[config.mk]
export PLATFORM = sky130hd
export DESIGN_NAME = epoch_seconds_to_calendar_date
export DESIGN_NICKNAME = d
export VERILOG_FILES = /design/src/rtl/esc_pkg.sv /design/src/rtl/esc_ctrl.sv /design/src/rtl/esc_dp.sv /design/src/rtl/epoch_seconds_to_calendar_date.sv
export SDC_FILE = /design/constraint.sdc
export NUM_CORES = 2
export LEC_CHECK = 0
export BUFFER_PORTS_ARGS = -buffer_cell sky130_fd_sc_hd__buf_2
export CORE_MARGIN = 1
export CORE_UTILIZATION = 45
export DETAILED_ROUTE_END_ITERATION = 7
export GPL_TIMING_DRIVEN = 0
export PLACE_DENSITY = 0.64
export SYNTH_ARGS = -nofsm -noshare
export SYNTH_HDL_FRONTEND = slang
export SYNTH_SLANG_ARGS = --single-unit
[constraint.sdc]
create_clock -name clock -period 10.2 [get_ports clock]
set_clock_uncertainty 0.1 [all_clocks]
set_input_delay 0.51 -clock clock [delete_from_list [all_inputs] [get_ports clock]]
set_output_delay 0.51 -clock clock [all_outputs]
set_load 0.02 [all_outputs]
[src/rtl/esc_pkg.sv]
package esc_pkg;

   localparam int unsigned EPOCH_W   = 32;
   localparam int unsigned PROD_W    = 64;
   localparam int unsigned REM_W     = 17;
   localparam int unsigned DAYS_W    = 16;
   localparam int unsigned YEAR_W    = 12;
   localparam int unsigned MONTH_W   = 4;
   localparam int unsigned DAY_W     = 5;
   localparam int unsigned HOUR_W    = 5;
   localparam int unsigned MINUTE_W  = 6;
   localparam int unsigned SECOND_W  = 6;
   localparam int unsigned WEEKDAY_W = 3;

   localparam logic [REM_W-1:0] SECS_PER_DAY  = 17'd86400;
   localparam logic [REM_W-1:0] SECS_PER_HOUR = 17'd3600;
   localparam logic [REM_W-1:0] SECS_PER_MIN  = 17'd60;
   localparam logic [REM_W-1:0] DAYS_PER_WEEK = 17'd7;

   // floor(2^SHIFT / divisor); the estimate is the quotient or one below it
   localparam logic [EPOCH_W-1:0] RECIP_DAY  = 32'd3257812230;
   localparam logic [EPOCH_W-1:0] RECIP_WEEK = 32'd2454267026;
   localparam logic [EPOCH_W-1:0] RECIP_HOUR = 32'd2443359172;
   localparam logic [EPOCH_W-1:0] RECIP_MIN  = 32'd2290649224;
   localparam int unsigned        SHIFT_DAY  = 48;
   localparam int unsigned        SHIFT_WEEK = 34;
   localparam int unsigned        SHIFT_HOUR = 43;
   localparam int unsigned        SHIFT_MIN  = 37;

   localparam logic [DAYS_W-1:0] BASE_WEEKDAY = 16'd3;
   localparam logic [YEAR_W-1:0] BASE_YEAR    = 12'd2020;
   localparam logic [1:0]        BASE_Y4      = 2'd0;
   localparam logic [6:0]        BASE_Y100    = 7'd20;
   localparam logic [8:0]        BASE_Y400    = 9'd20;
   localparam logic [MONTH_W-1:0] LAST_MONTH  = 4'd12;

   typedef enum logic [3:0] {
      OP_NOP,
      OP_LOAD_DAY,
      OP_MUL_RECIP,
      OP_MUL_BACK,
      OP_SUB,
      OP_FIX,
      OP_LOAD_WEEK,
      OP_LOAD_HOUR,
      OP_LOAD_MIN,
      OP_LOAD_YEAR,
      OP_YEAR_STEP,
      OP_MONTH_STEP,
      OP_PUBLISH
   } dp_op_type;

   typedef enum logic [1:0] {
      DIV_DAY,
      DIV_WEEK,
      DIV_HOUR,
      DIV_MIN
   } div_sel_type;

   typedef enum logic [1:0] {
      PH_MUL_RECIP,
      PH_MUL_BACK,
      PH_SUB,
      PH_FIX
   } div_phase_type;

   typedef struct packed {
      dp_op_type op;
   } dp_cmd_type;

   typedef struct packed {
      logic year_done;
      logic month_done;
   } dp_status_type;

   typedef enum logic [3:0] {
      ST_IDLE,
      ST_DIV_DAY,
      ST_LOAD_WEEK,
      ST_DIV_WEEK,
      ST_LOAD_HOUR,
      ST_DIV_HOUR,
      ST_LOAD_MIN,
      ST_DIV_MIN,
      ST_LOAD_YEAR,
      ST_YEAR,
      ST_MONTH,
      ST_FINISH
   } ctrl_state_type;

   function automatic logic [DAY_W-1:0] month_days(input logic [MONTH_W-1:0] m,
                                                   input logic leap);
      logic [DAY_W-1:0] len;
      case (m)
         4'd2:                      len = leap ? 5'd29 : 5'd28;
         4'd4, 4'd6, 4'd9, 4'd11:   len = 5'd30;
         default:                   len = 5'd31;
      endcase
      return len;
   endfunction

endpackage

[src/rtl/esc_ctrl.sv]
module esc_ctrl (
   input  logic                   clock,
   input  logic                   reset,
   input  logic                   req_valid,
   output logic                   req_ready,
   output logic                   rsp_valid,
   input  logic                   rsp_ready,
   output esc_pkg::dp_cmd_type    cmd,
   input  esc_pkg::dp_status_type status
);
   import esc_pkg::*;

   ctrl_state_type   state_ff, state_in;
   div_phase_type    phase_ff, phase_in;
   logic             rsp_valid_ff, rsp_valid_in;

   always_ff @(posedge clock) begin
      if (reset) begin
         state_ff     <= ST_IDLE;
         phase_ff     <= PH_MUL_RECIP;
         rsp_valid_ff <= 1'b0;
      end else begin
         state_ff     <= state_in;
         phase_ff     <= phase_in;
         rsp_valid_ff <= rsp_valid_in;
      end
   end

   always_comb begin
      state_in     = state_ff;
      phase_in     = phase_ff;
      rsp_valid_in = rsp_valid_ff & ~rsp_ready;
      cmd.op       = OP_NOP;
      req_ready    = 1'b0;
      case (state_ff)
         ST_IDLE: begin
            req_ready = 1'b1;
            if (req_valid) begin
               cmd.op   = OP_LOAD_DAY;
               phase_in = PH_MUL_RECIP;
               state_in = ST_DIV_DAY;
            end
         end
         ST_DIV_DAY, ST_DIV_WEEK, ST_DIV_HOUR, ST_DIV_MIN: begin
            case (phase_ff)
               PH_MUL_RECIP: begin
                  cmd.op   = OP_MUL_RECIP;
                  phase_in = PH_MUL_BACK;
               end
               PH_MUL_BACK: begin
                  cmd.op   = OP_MUL_BACK;
                  phase_in = PH_SUB;
               end
               PH_SUB: begin
                  cmd.op   = OP_SUB;
                  phase_in = PH_FIX;
               end
               default: begin
                  cmd.op   = OP_FIX;
                  phase_in = PH_MUL_RECIP;
                  case (state_ff)
                     ST_DIV_DAY:  state_in = ST_LOAD_WEEK;
                     ST_DIV_WEEK: state_in = ST_LOAD_HOUR;
                     ST_DIV_HOUR: state_in = ST_LOAD_MIN;
                     default:     state_in = ST_LOAD_YEAR;
                  endcase
               end
            endcase
         end
         ST_LOAD_WEEK: begin
            cmd.op   = OP_LOAD_WEEK;
            phase_in = PH_MUL_RECIP;
            state_in = ST_DIV_WEEK;
         end
         ST_LOAD_HOUR: begin
            cmd.op   = OP_LOAD_HOUR;
            phase_in = PH_MUL_RECIP;
            state_in = ST_DIV_HOUR;
         end
         ST_LOAD_MIN: begin
            cmd.op   = OP_LOAD_MIN;
            phase_in = PH_MUL_RECIP;
            state_in = ST_DIV_MIN;
         end
         ST_LOAD_YEAR: begin
            cmd.op   = OP_LOAD_YEAR;
            state_in = ST_YEAR;
         end
         ST_YEAR: begin
            cmd.op = OP_YEAR_STEP;
            if (status.year_done) begin
               state_in = ST_MONTH;
            end
         end
         ST_MONTH: begin
            cmd.op = OP_MONTH_STEP;
            if (status.month_done) begin
               state_in = ST_FINISH;
            end
         end
         ST_FINISH: begin
            if (!rsp_valid_ff || rsp_ready) begin
               cmd.op       = OP_PUBLISH;
               rsp_valid_in = 1'b1;
               state_in     = ST_IDLE;
            end
         end
         default: begin
            state_in = ST_IDLE;
         end
      endcase
   end

   assign rsp_valid = rsp_valid_ff;

   a_accept_starts: assert property (@(posedge clock) disable iff (reset)
      (req_valid && req_ready) |=> (state_ff == ST_DIV_DAY && phase_ff == PH_MUL_RECIP))
      else $error("accepted word did not start the day division");

   a_publish_valid: assert property (@(posedge clock) disable iff (reset)
      (cmd.op == OP_PUBLISH) |=> rsp_valid_ff)
      else $error("published result not marked valid");

   a_day_div_len: assert property (@(posedge clock) disable iff (reset)
      (state_ff == ST_DIV_DAY && phase_ff == PH_FIX) |=> (state_ff == ST_LOAD_WEEK))
      else $error("day division did not end after its last step");

endmodule

[src/rtl/esc_dp.sv]
module esc_dp (
   input  logic                                  clock,
   input  logic                                  reset,
   input  logic [esc_pkg::EPOCH_W-1:0]           req_epoch_seconds,
   input  esc_pkg::dp_cmd_type                   cmd,
   output esc_pkg::dp_status_type                status,
   output logic [esc_pkg::YEAR_W-1:0]            rsp_year,
   output logic [esc_pkg::MONTH_W-1:0]           rsp_month,
   output logic [esc_pkg::DAY_W-1:0]             rsp_day,
   output logic [esc_pkg::HOUR_W-1:0]            rsp_hour,
   output logic [esc_pkg::MINUTE_W-1:0]          rsp_minute,
   output logic [esc_pkg::SECOND_W-1:0]          rsp_second,
   output logic [esc_pkg::WEEKDAY_W-1:0]         rsp_weekday
);
   import esc_pkg::*;

   logic [EPOCH_W-1:0]   x_ff, x_in;
   div_sel_type          sel_ff, sel_in;
   logic [PROD_W-1:0]    prod_ff, prod_in;
   logic [DAYS_W-1:0]    quo_ff, quo_in;
   logic [EPOCH_W-1:0]   qd_ff, qd_in;
   logic [REM_W:0]       rem_ff, rem_in;
   logic [DAYS_W-1:0]    days_ff, days_in;
   logic [REM_W-1:0]     tod_ff, tod_in;
   logic [YEAR_W-1:0]    year_ff, year_in;
   logic [MONTH_W-1:0]   month_ff, month_in;
   logic [1:0]           y4_ff, y4_in;
   logic [6:0]           y100_ff, y100_in;
   logic [8:0]           y400_ff, y400_in;
   logic [WEEKDAY_W-1:0] weekday_ff, weekday_in;
   logic [HOUR_W-1:0]    hour_ff, hour_in;
   logic [MINUTE_W-1:0]  minute_ff, minute_in;
   logic [SECOND_W-1:0]  second_ff, second_in;

   logic [YEAR_W-1:0]    out_year_ff, out_year_in;
   logic [MONTH_W-1:0]   out_month_ff, out_month_in;
   logic [DAY_W-1:0]     out_day_ff, out_day_in;
   logic [HOUR_W-1:0]    out_hour_ff, out_hour_in;
   logic [MINUTE_W-1:0]  out_minute_ff, out_minute_in;
   logic [SECOND_W-1:0]  out_second_ff, out_second_in;
   logic [WEEKDAY_W-1:0] out_weekday_ff, out_weekday_in;

   logic [REM_W-1:0]        divisor;
   logic [EPOCH_W-1:0]      recip;
   logic [DAYS_W-1:0]       quo_est;
   logic [PROD_W-1:0]       prod_full;
   logic [DAYS_W+REM_W-1:0] qd_full;
   logic [EPOCH_W-1:0]      diff;
   logic                    fix_ge;
   logic                    leap;
   logic [8:0]              ylen;
   logic [DAY_W-1:0]        mlen;
   logic [DAYS_W-1:0]       week_base;

   always_comb begin
      case (sel_ff)
         DIV_DAY: begin
            divisor = SECS_PER_DAY;
            recip   = RECIP_DAY;
            quo_est = prod_ff[SHIFT_DAY +: DAYS_W];
         end
         DIV_WEEK: begin
            divisor = DAYS_PER_WEEK;
            recip   = RECIP_WEEK;
            quo_est = prod_ff[SHIFT_WEEK +: DAYS_W];
         end
         DIV_HOUR: begin
            divisor = SECS_PER_HOUR;
            recip   = RECIP_HOUR;
            quo_est = prod_ff[SHIFT_HOUR +: DAYS_W];
         end
         default: begin
            divisor = SECS_PER_MIN;
            recip   = RECIP_MIN;
            quo_est = prod_ff[SHIFT_MIN +: DAYS_W];
         end
      endcase
      prod_full = {{EPOCH_W{1'b0}}, x_ff} * {{EPOCH_W{1'b0}}, recip};
      qd_full   = {{REM_W{1'b0}}, quo_est} * {{DAYS_W{1'b0}}, divisor};
      diff      = x_ff - qd_ff;
      fix_ge    = rem_ff >= {1'b0, divisor};
      leap      = ((y4_ff == 2'd0) && (y100_ff != 7'd0)) || (y400_ff == 9'd0);
      ylen      = leap ? 9'd366 : 9'd365;
      mlen      = month_days(month_ff, leap);
      week_base = quo_ff + BASE_WEEKDAY;
      status.year_done  = days_ff < {7'd0, ylen};
      status.month_done = (month_ff == LAST_MONTH) || (days_ff < {11'd0, mlen});
   end

   always_comb begin
      x_in           = x_ff;
      sel_in         = sel_ff;
      prod_in        = prod_ff;
      quo_in         = quo_ff;
      qd_in          = qd_ff;
      rem_in         = rem_ff;
      days_in        = days_ff;
      tod_in         = tod_ff;
      year_in        = year_ff;
      month_in       = month_ff;
      y4_in          = y4_ff;
      y100_in        = y100_ff;
      y400_in        = y400_ff;
      weekday_in     = weekday_ff;
      hour_in        = hour_ff;
      minute_in      = minute_ff;
      second_in      = second_ff;
      out_year_in    = out_year_ff;
      out_month_in   = out_month_ff;
      out_day_in     = out_day_ff;
      out_hour_in    = out_hour_ff;
      out_minute_in  = out_minute_ff;
      out_second_in  = out_second_ff;
      out_weekday_in = out_weekday_ff;
      case (cmd.op)
         OP_LOAD_DAY: begin
            x_in   = req_epoch_seconds;
            sel_in = DIV_DAY;
         end
         OP_MUL_RECIP: begin
            prod_in = prod_full;
         end
         OP_MUL_BACK: begin
            quo_in = quo_est;
            qd_in  = qd_full[EPOCH_W-1:0];
         end
         OP_SUB: begin
            rem_in = diff[REM_W:0];
         end
         OP_FIX: begin
            if (fix_ge) begin
               quo_in = quo_ff + 16'd1;
               rem_in = rem_ff - {1'b0, divisor};
            end
         end
         OP_LOAD_WEEK: begin
            days_in = quo_ff;
            tod_in  = rem_ff[REM_W-1:0];
            x_in    = {16'd0, week_base};
            sel_in  = DIV_WEEK;
         end
         OP_LOAD_HOUR: begin
            weekday_in = rem_ff[WEEKDAY_W-1:0];
            x_in       = {15'd0, tod_ff};
            sel_in     = DIV_HOUR;
         end
         OP_LOAD_MIN: begin
            hour_in = quo_ff[HOUR_W-1:0];
            x_in    = {20'd0, rem_ff[11:0]};
            sel_in  = DIV_MIN;
         end
         OP_LOAD_YEAR: begin
            minute_in = quo_ff[MINUTE_W-1:0];
            second_in = rem_ff[SECOND_W-1:0];
            year_in   = BASE_YEAR;
            month_in  = 4'd1;
            y4_in     = BASE_Y4;
            y100_in   = BASE_Y100;
            y400_in   = BASE_Y400;
         end
         OP_YEAR_STEP: begin
            if (!status.year_done) begin
               days_in = days_ff - {7'd0, ylen};
               year_in = year_ff + 12'd1;
               y4_in   = y4_ff + 2'd1;
               y100_in = (y100_ff == 7'd99) ? 7'd0 : y100_ff + 7'd1;
               y400_in = (y400_ff == 9'd399) ? 9'd0 : y400_ff + 9'd1;
            end
         end
         OP_MONTH_STEP: begin
            if (!status.month_done) begin
               days_in  = days_ff - {11'd0, mlen};
               month_in = month_ff + 4'd1;
            end
         end
         OP_PUBLISH: begin
            out_year_in    = year_ff;
            out_month_in   = month_ff;
            out_day_in     = days_ff[DAY_W-1:0] + 5'd1;
            out_hour_in    = hour_ff;
            out_minute_in  = minute_ff;
            out_second_in  = second_ff;
            out_weekday_in = weekday_ff;
         end
         default: begin
         end
      endcase
   end

   always_ff @(posedge clock) begin
      x_ff           <= x_in;
      sel_ff         <= sel_in;
      prod_ff        <= prod_in;
      quo_ff         <= quo_in;
      qd_ff          <= qd_in;
      rem_ff         <= rem_in;
      days_ff        <= days_in;
      tod_ff         <= tod_in;
      year_ff        <= year_in;
      month_ff       <= month_in;
      y4_ff          <= y4_in;
      y100_ff        <= y100_in;
      y400_ff        <= y400_in;
      weekday_ff     <= weekday_in;
      hour_ff        <= hour_in;
      minute_ff      <= minute_in;
      second_ff      <= second_in;
      out_year_ff    <= out_year_in;
      out_month_ff   <= out_month_in;
      out_day_ff     <= out_day_in;
      out_hour_ff    <= out_hour_in;
      out_minute_ff  <= out_minute_in;
      out_second_ff  <= out_second_in;
      out_weekday_ff <= out_weekday_in;
   end

   assign rsp_year    = out_year_ff;
   assign rsp_month   = out_month_ff;
   assign rsp_day     = out_day_ff;
   assign rsp_hour    = out_hour_ff;
   assign rsp_minute  = out_minute_ff;
   assign rsp_second  = out_second_ff;
   assign rsp_weekday = out_weekday_ff;

   a_est_close: assert property (@(posedge clock) disable iff (reset)
      (cmd.op == OP_SUB) |=> (rem_ff < {divisor, 1'b0}))
      else $error("quotient estimate more than one below");

   a_rem_bound: assert property (@(posedge clock) disable iff (reset)
      (cmd.op == OP_FIX) |=> (rem_ff < {1'b0, divisor}))
      else $error("divider remainder reached the divisor");

   a_year_advance: assert property (@(posedge clock) disable iff (reset)
      (cmd.op == OP_YEAR_STEP && !status.year_done) |=>
      (year_ff == $past(year_ff) + 12'd1 && year_ff <= 12'd2156))
      else $error("year walk stepped wrong");

   a_publish_range: assert property (@(posedge clock) disable iff (reset)
      (cmd.op == OP_PUBLISH) |=>
      (rsp_month >= 4'd1 && rsp_month <= LAST_MONTH && rsp_day != 5'd0 &&
       rsp_weekday <= 3'd6))
      else $error("published date out of range");

endmodule

[src/rtl/epoch_seconds_to_calendar_date.sv]
// Converts a 32-bit count of seconds since 2020-01-01 00:00:00 into the
// Gregorian date, time of day and weekday (0 = Sunday).
// Input channel req_*: one word carries req_epoch_seconds; req_ready is high
// only while the block is idle, so one word is converted at a time.
// Result channel rsp_*: one word per input word, held in an output register.
// The conversion time grows with Y, the number of whole years past 2020
// (0..136), and with M, the whole months past January (0..11).
// The steps are four constant divisions (days, weekday, hour and minute),
// each a reciprocal multiply, back multiply, subtract and correct step,
// with a load step after each, followed by the year walk and the
// month walk, one year or month per cycle.
// Reset clears the controller and rsp_valid; req_ready is high as soon as
// reset is released.
// When the receiver stalls, the result holds on rsp_* and the next word may
// be accepted and converted; its result waits until the held word is taken.
module epoch_seconds_to_calendar_date (
   input  logic                          clock,
   input  logic                          reset,
   input  logic                          req_valid,
   output logic                          req_ready,
   input  logic [esc_pkg::EPOCH_W-1:0]   req_epoch_seconds,
   output logic                          rsp_valid,
   input  logic                          rsp_ready,
   output logic [esc_pkg::YEAR_W-1:0]    rsp_year,
   output logic [esc_pkg::MONTH_W-1:0]   rsp_month,
   output logic [esc_pkg::DAY_W-1:0]     rsp_day,
   output logic [esc_pkg::HOUR_W-1:0]    rsp_hour,
   output logic [esc_pkg::MINUTE_W-1:0]  rsp_minute,
   output logic [esc_pkg::SECOND_W-1:0]  rsp_second,
   output logic [esc_pkg::WEEKDAY_W-1:0] rsp_weekday
);
   import esc_pkg::*;

   dp_cmd_type    cmd;
   dp_status_type status;

   esc_ctrl u_ctrl (
      .clock     (clock),
      .reset     (reset),
      .req_valid (req_valid),
      .req_ready (req_ready),
      .rsp_valid (rsp_valid),
      .rsp_ready (rsp_ready),
      .cmd       (cmd),
      .status    (status)
   );

   esc_dp u_dp (
      .clock             (clock),
      .reset             (reset),
      .req_epoch_seconds (req_epoch_seconds),
      .cmd               (cmd),
      .status            (status),
      .rsp_year          (rsp_year),
      .rsp_month         (rsp_month),
      .rsp_day           (rsp_day),
      .rsp_hour          (rsp_hour),
      .rsp_minute        (rsp_minute),
      .rsp_second        (rsp_second),
      .rsp_weekday       (rsp_weekday)
   );

endmodule

After elaboration in Yosys (flattened, before gate mapping) --
Index checks and enable logic that the tools add are counted.
Cells by class: $add $sub $neg 12, multipliers 2, magnitude comparators 3, equality and inequality tests 43, multiplexer cells 44, bitwise operators 2, reduce and logical (&&, ||, !) cells 29
Operators with widths (count):
- $pmux 32 s4 | 1
- $pmux 16 s3 | 2
- $pmux 31 s3 | 1
- $pmux 4 s9 | 2
- $mul 32x32->64 | 1
- $pmux 17 s3 | 1
- $eq 4x4->1 const B | 12
- $mux 16 | 3
- $eq 4x3->1 const B | 10
- $pmux 18 s2 | 1
- $pmux 16 s2 | 1
- $mux 4 | 7
- $pmux 12 s2 | 1
- $eq 4x2->1 const B | 5
- $ge 18x17->1 | 1
- $mul 16x17->18 | 1
- $mux 18 | 1
- $mux 9 | 2
- $pmux 9 s2 | 1
- $sub 18x17->18 | 1
- $sub 18x18->18 | 1
- $add 16x1->16 const B | 1
- $add 16x2->16 const B | 1
- $lt 16x5->1 | 1
- other kinds (45) | 76
Storage, ports and cells: register bits after elaboration 285, input bits 36

Longest topological paths before layout --
depth in word-level cells 9, mapped depth 36, gate-level depth less buffers 32

Hierarchy --
Synthesis repeated with hierarchy kept, for this count alone.
Unflattened totals: cells, all modules 4427, area, all modules 44541.5 sq um
By module, submodules not included:
- esc_dp | times used 1, cells each 4344, area each 43919.6 sq um, seq. area each 7327.0 sq um
- esc_ctrl | times used 1, cells each 83, area each 621.8 sq um, seq. area each 140.1 sq um

Least setup slack after synthesis --
OpenSTA, ideal clock, no wires.
path type register to register, from register u_dp.sel_ff[0], to register u_dp.prod_ff[56], data pin, setup time 0.259 ns, data arrival time 9.018 ns, path slack 0.823 ns, stages on the path, launching flop included 36, buffers on the path 5, clock period less this slack 9.377 ns, cell sequence edfxtp_1 -> inv_1 -> clkbuf_1 -> ha_1 -> clkbuf_1 -> clkbuf_1 -> clkbuf_1 -> clkbuf_1 -> nand2_1 -> inv_1 -> nor2_1 -> fa_1 -> inv_1 -> fa_1 -> inv_1 -> fa_1 -> fa_1 -> inv_1 -> fa_1 -> fa_1 -> fa_1 -> inv_1 -> fa_1 -> inv_1 -> ha_1 -> a211oi_2 -> nor2_1 -> o41a_1 -> o21bai_1 -> o2111ai_2 -> nand2_2 -> a2111oi_4 -> nor2_2 -> nand4bb_1 -> a41oi_1 -> xnor2_1
On the way: longest elaborated chain between the ends 3, elaborated cells between the ends (all ways) 5
RTL lines:
- from (decl) | RTL line esc_dp.sv:18 | div_sel_type sel_ff, sel_in;
- from (signal assigned) | RTL line esc_dp.sv:192 | sel_ff <= sel_in;
- $eq 2x2->1, or another cell as far along | RTL line esc_dp.sv:56 | case (sel_ff)
- $pmux 31 s3 * | RTL line esc_dp.sv:56
- $mul 32x32->64 * | RTL line esc_dp.sv:78 | prod_full = {{EPOCH_W{1'b0}}, x_ff} * {{EPOCH_W{1'b0}}, recip};
- via u_dp.prod_full[56] | RTL line esc_dp.sv:46 | logic [PROD_W-1:0] prod_full;
- to (signal assigned) | RTL line esc_dp.sv:193 | prod_ff <= prod_in;
- to (decl) | RTL line esc_dp.sv:19 | logic [PROD_W-1:0] prod_ff, prod_in;
The timed path passes the listed nets; every way through them passes the cells marked *. A chain may end at the register's enable or synchronous reset.

Worst setup path after layout --
from register u_dp.sel_ff[0], to register u_dp.prod_ff[62], data pin
The elaborated chain is that of the path after synthesis.

==> qor.csv <==
stage;metric;value;unit
run_status;violations;DRC;
route;wirelength;132000;um
route;ant_nets;0;
grt;antenna_found_initial;6;
timing;finalCritPeriodShare;0.977;
cells_and_area;fin_util;0.488;
clock_tree;postCtsHoldBufs;0;
clock_tree;root_buffer;clkbuf_16;
timing;fin_crit;9.97;ns
worst_setup_path;crit_required;10.44;ns
flow_run;drv_cap;0;
placed_design;io_buffers;78;
timing;max_slew_margin;0.187;
cells_and_area;layout-drive-gt1-share;0.0545;
grt;overflow;0;
floorplanning;initial_core_util;0.454;
synthesis;yosys_warnings;0;
synthesis;synthesis.nets;5722;
synthesis;synth-seq-cells;251;
synthesis;synth-edff-count;244;
route;num_vias;30600;
cells_and_area;finalNonFillerCells;5737;
floorplanning;die_area;98800;um^2
cells_and_area;fin_nets;5834;
placed_design;place_area;46000;um^2
grt;grt_pass1_vias;32000;
worst_hold_path;hold_class;input pin to flip-flop;
clock_tree;htree_num_levels;1;
clock_tree;worstSkewPairLatency;0.58;ns
cells_and_area;area_growth;7.57;%
synthesis;ys_seq_area_frac;0.170;
grt;grt_usage;0.275;
route;wl_per_cell;23.0;um
timing;fmax;0.100;GHz
cells_and_area;final_cell_mix;1170 x inv_1, 818 x fa_1, 541 x ha_1;
clock_tree;cts_buffers;27;
worst_setup_path;end_kind;flip-flop;
synthesis;synth_area_leader_cell;fa_1;
route;drt-pass1-iter-count;8;
placed_design;dp_hpwl;114000;um
synthesis;synth_cells;4325;
timing;fin_ws;0.231;ns
synthesis;syn_avg_cell_area;10.2;um^2
clock_tree;cts.path.max_buffers;3;
cells_and_area;stdcell_area;47200;um^2
clock_tree;clock_sinks;251;
worst_setup_path;crit_top_cell;fa_1;
floorplanning;die_w;314;um
route;via_per_inst;5.33;
run_status;status;finished, violations left;
clock_tree;clk_pin_slew;0.06;ns
timing;slew_viol_final;0;
grt;grt_pass1_wl;199000;um
placed_design;place.gp.congestion;1.01;
worst_setup_path;critical_path_class;flip-flop to flip-flop;
synthesis;synth.cell_area;43900;um^2
synthesis;synthArstFlopShare;0;
route;drtIter0Drc;2955;
clock_tree;cts_tree;yes;
placed_design;dp.cells;5685;
worst_setup_path;crit_fanout;14;
synthesis;ys_top_cells_by_area;fa_1 37%, edfxtp_1 17%, ha_1 15%;
synthesis;synth_top_area_share;0.373;
cells_and_area;layout_commonest_cell;inv_1;
floorplanning;num_rows;114;
timing;finalHoldViolations;0;
cells_and_area;n_fill_cell;9042;
worst_setup_path;critPathLaunchType;flip-flop;
synthesis;ys_types;83;
worst_setup_path;cp.arrival;10.21;ns
synthesis;synth_ff_type;edfxtp_1;
timing;setup_viol;0;
timing;tightest_slew;1.22;ns
placed_design;post-place-ws;-3.37;ns
route;drc;4;
worst_setup_path;critPathMaxStageDelay;0.61;ns
floorplanning;ios;79;
floorplanning;die_y;314;um
grt;grt_start_max_net_pins;36;
worst_setup_path;slowest_stage;fa_1;
floorplanning;coreArea;96700;um^2
synth_stat cells (49+ instances only):
library cell and number:
inv_1 1180, fa_1 818, ha_1 543, edfxtp_1 244, nand2_1 236, nor2_1 185, and2_1 147, a21oi_1 131
xnor2_1 107, clkbuf_1 95, o21ai_0 87, xor2_1 61, nor2b_1 60, nand3_1 49
path summary, 6_finish.rpt:
kind / from / end / slack, ns / depth (start not counted)
worst max-delay path: u_dp.sel_ff[0] / u_dp.prod_ff[62] / 0.23 / 35
worst min-delay path: reset / u_ctrl.state_ff[1] / 0.08 / 2
worst max register to register: u_dp.sel_ff[0] / u_dp.prod_ff[62] / 0.23 / 35
worst min register to register: u_dp.hour_ff[4] / u_dp.rsp_hour[4] / 0.31 / 0
state kept, by name, summed over array words and instances (netlist names), 7 cells and up:
name           flops
u_dp.quo_ff       16
u_dp.qd_ff        18
u_dp.rem_ff       18
u_dp.y400_ff       9
u_dp.prod_ff      30
u_dp.rsp_year     12
u_dp.y100_ff       7
u_dp.days_ff      16
u_dp.tod_ff       17
u_dp.year_ff      12
u_dp.x_ff         32
repair_timing:
item	CTS	global route
endpoints found under the setup margin	30	19
setup buffers	1	2
pin swaps	2	4
gates resized for setup	47	54
final cells by class:
cell class / count / area [um^2] / area share
timing repair buffer: 87 / 505 / 0.0107
multi-input combinational: 2788 / 31800 / 0.672
clock inverter: 19 / 275 / 0.00583
clock buffer: 31 / 691 / 0.0146
antenna: 3 / 7.51 / 0.000159
buffer: 100 / 492 / 0.0104
sequential: 251 / 7470 / 0.158
inverter: 1182 / 4440 / 0.0940
tap: 1276 / 1600 / 0.0338
per-stage QoR:
step	hold WS, ns	TNS (ns)
finish	0.0824	0
global route	0.0825	-0.0364
CTS	0.0614	0
detailed placement	0.305	-85.26
global placement	0.304	-85.02
floorplan	0.300	0
critical path: cells and delay by family, from the launching register on:
family                   cells  cell delay (ns)
adder cells (fa/ha/maj)     10             4.70
buffers and inverters       12             1.89
AO/OA/AOI/OAI                8             1.83
AND/OR/NAND/NOR              4             0.55
flip-flops                   1             0.46
XOR/XNOR                     1             0.12
kinds of logic after synthesis:
kind of cell | Yosys count | synth area share
flip-flops | 251 | 0.170
adder cells (fa/ha/maj) | 1361 | 0.528
AND/OR/NAND/NOR | 842 | 0.0950
buffers and inverters | 1286 | 0.110
XOR/XNOR | 169 | 0.0339
multiplexers | 14 | 0.00328
AO/OA/AOI/OAI | 402 | 0.0601
per-layer routing:
metal / GRT usage / routed length (um)
met2: 0.428 / 58800
met4: 0.126 / 7280
met3: 0.0418 / 11100
met1: 0.379 / 54600
met5: 0 / 0
Power is not shown: default switching activity piles up to over one toggle a cycle in this logic, so the estimate is an artifact.
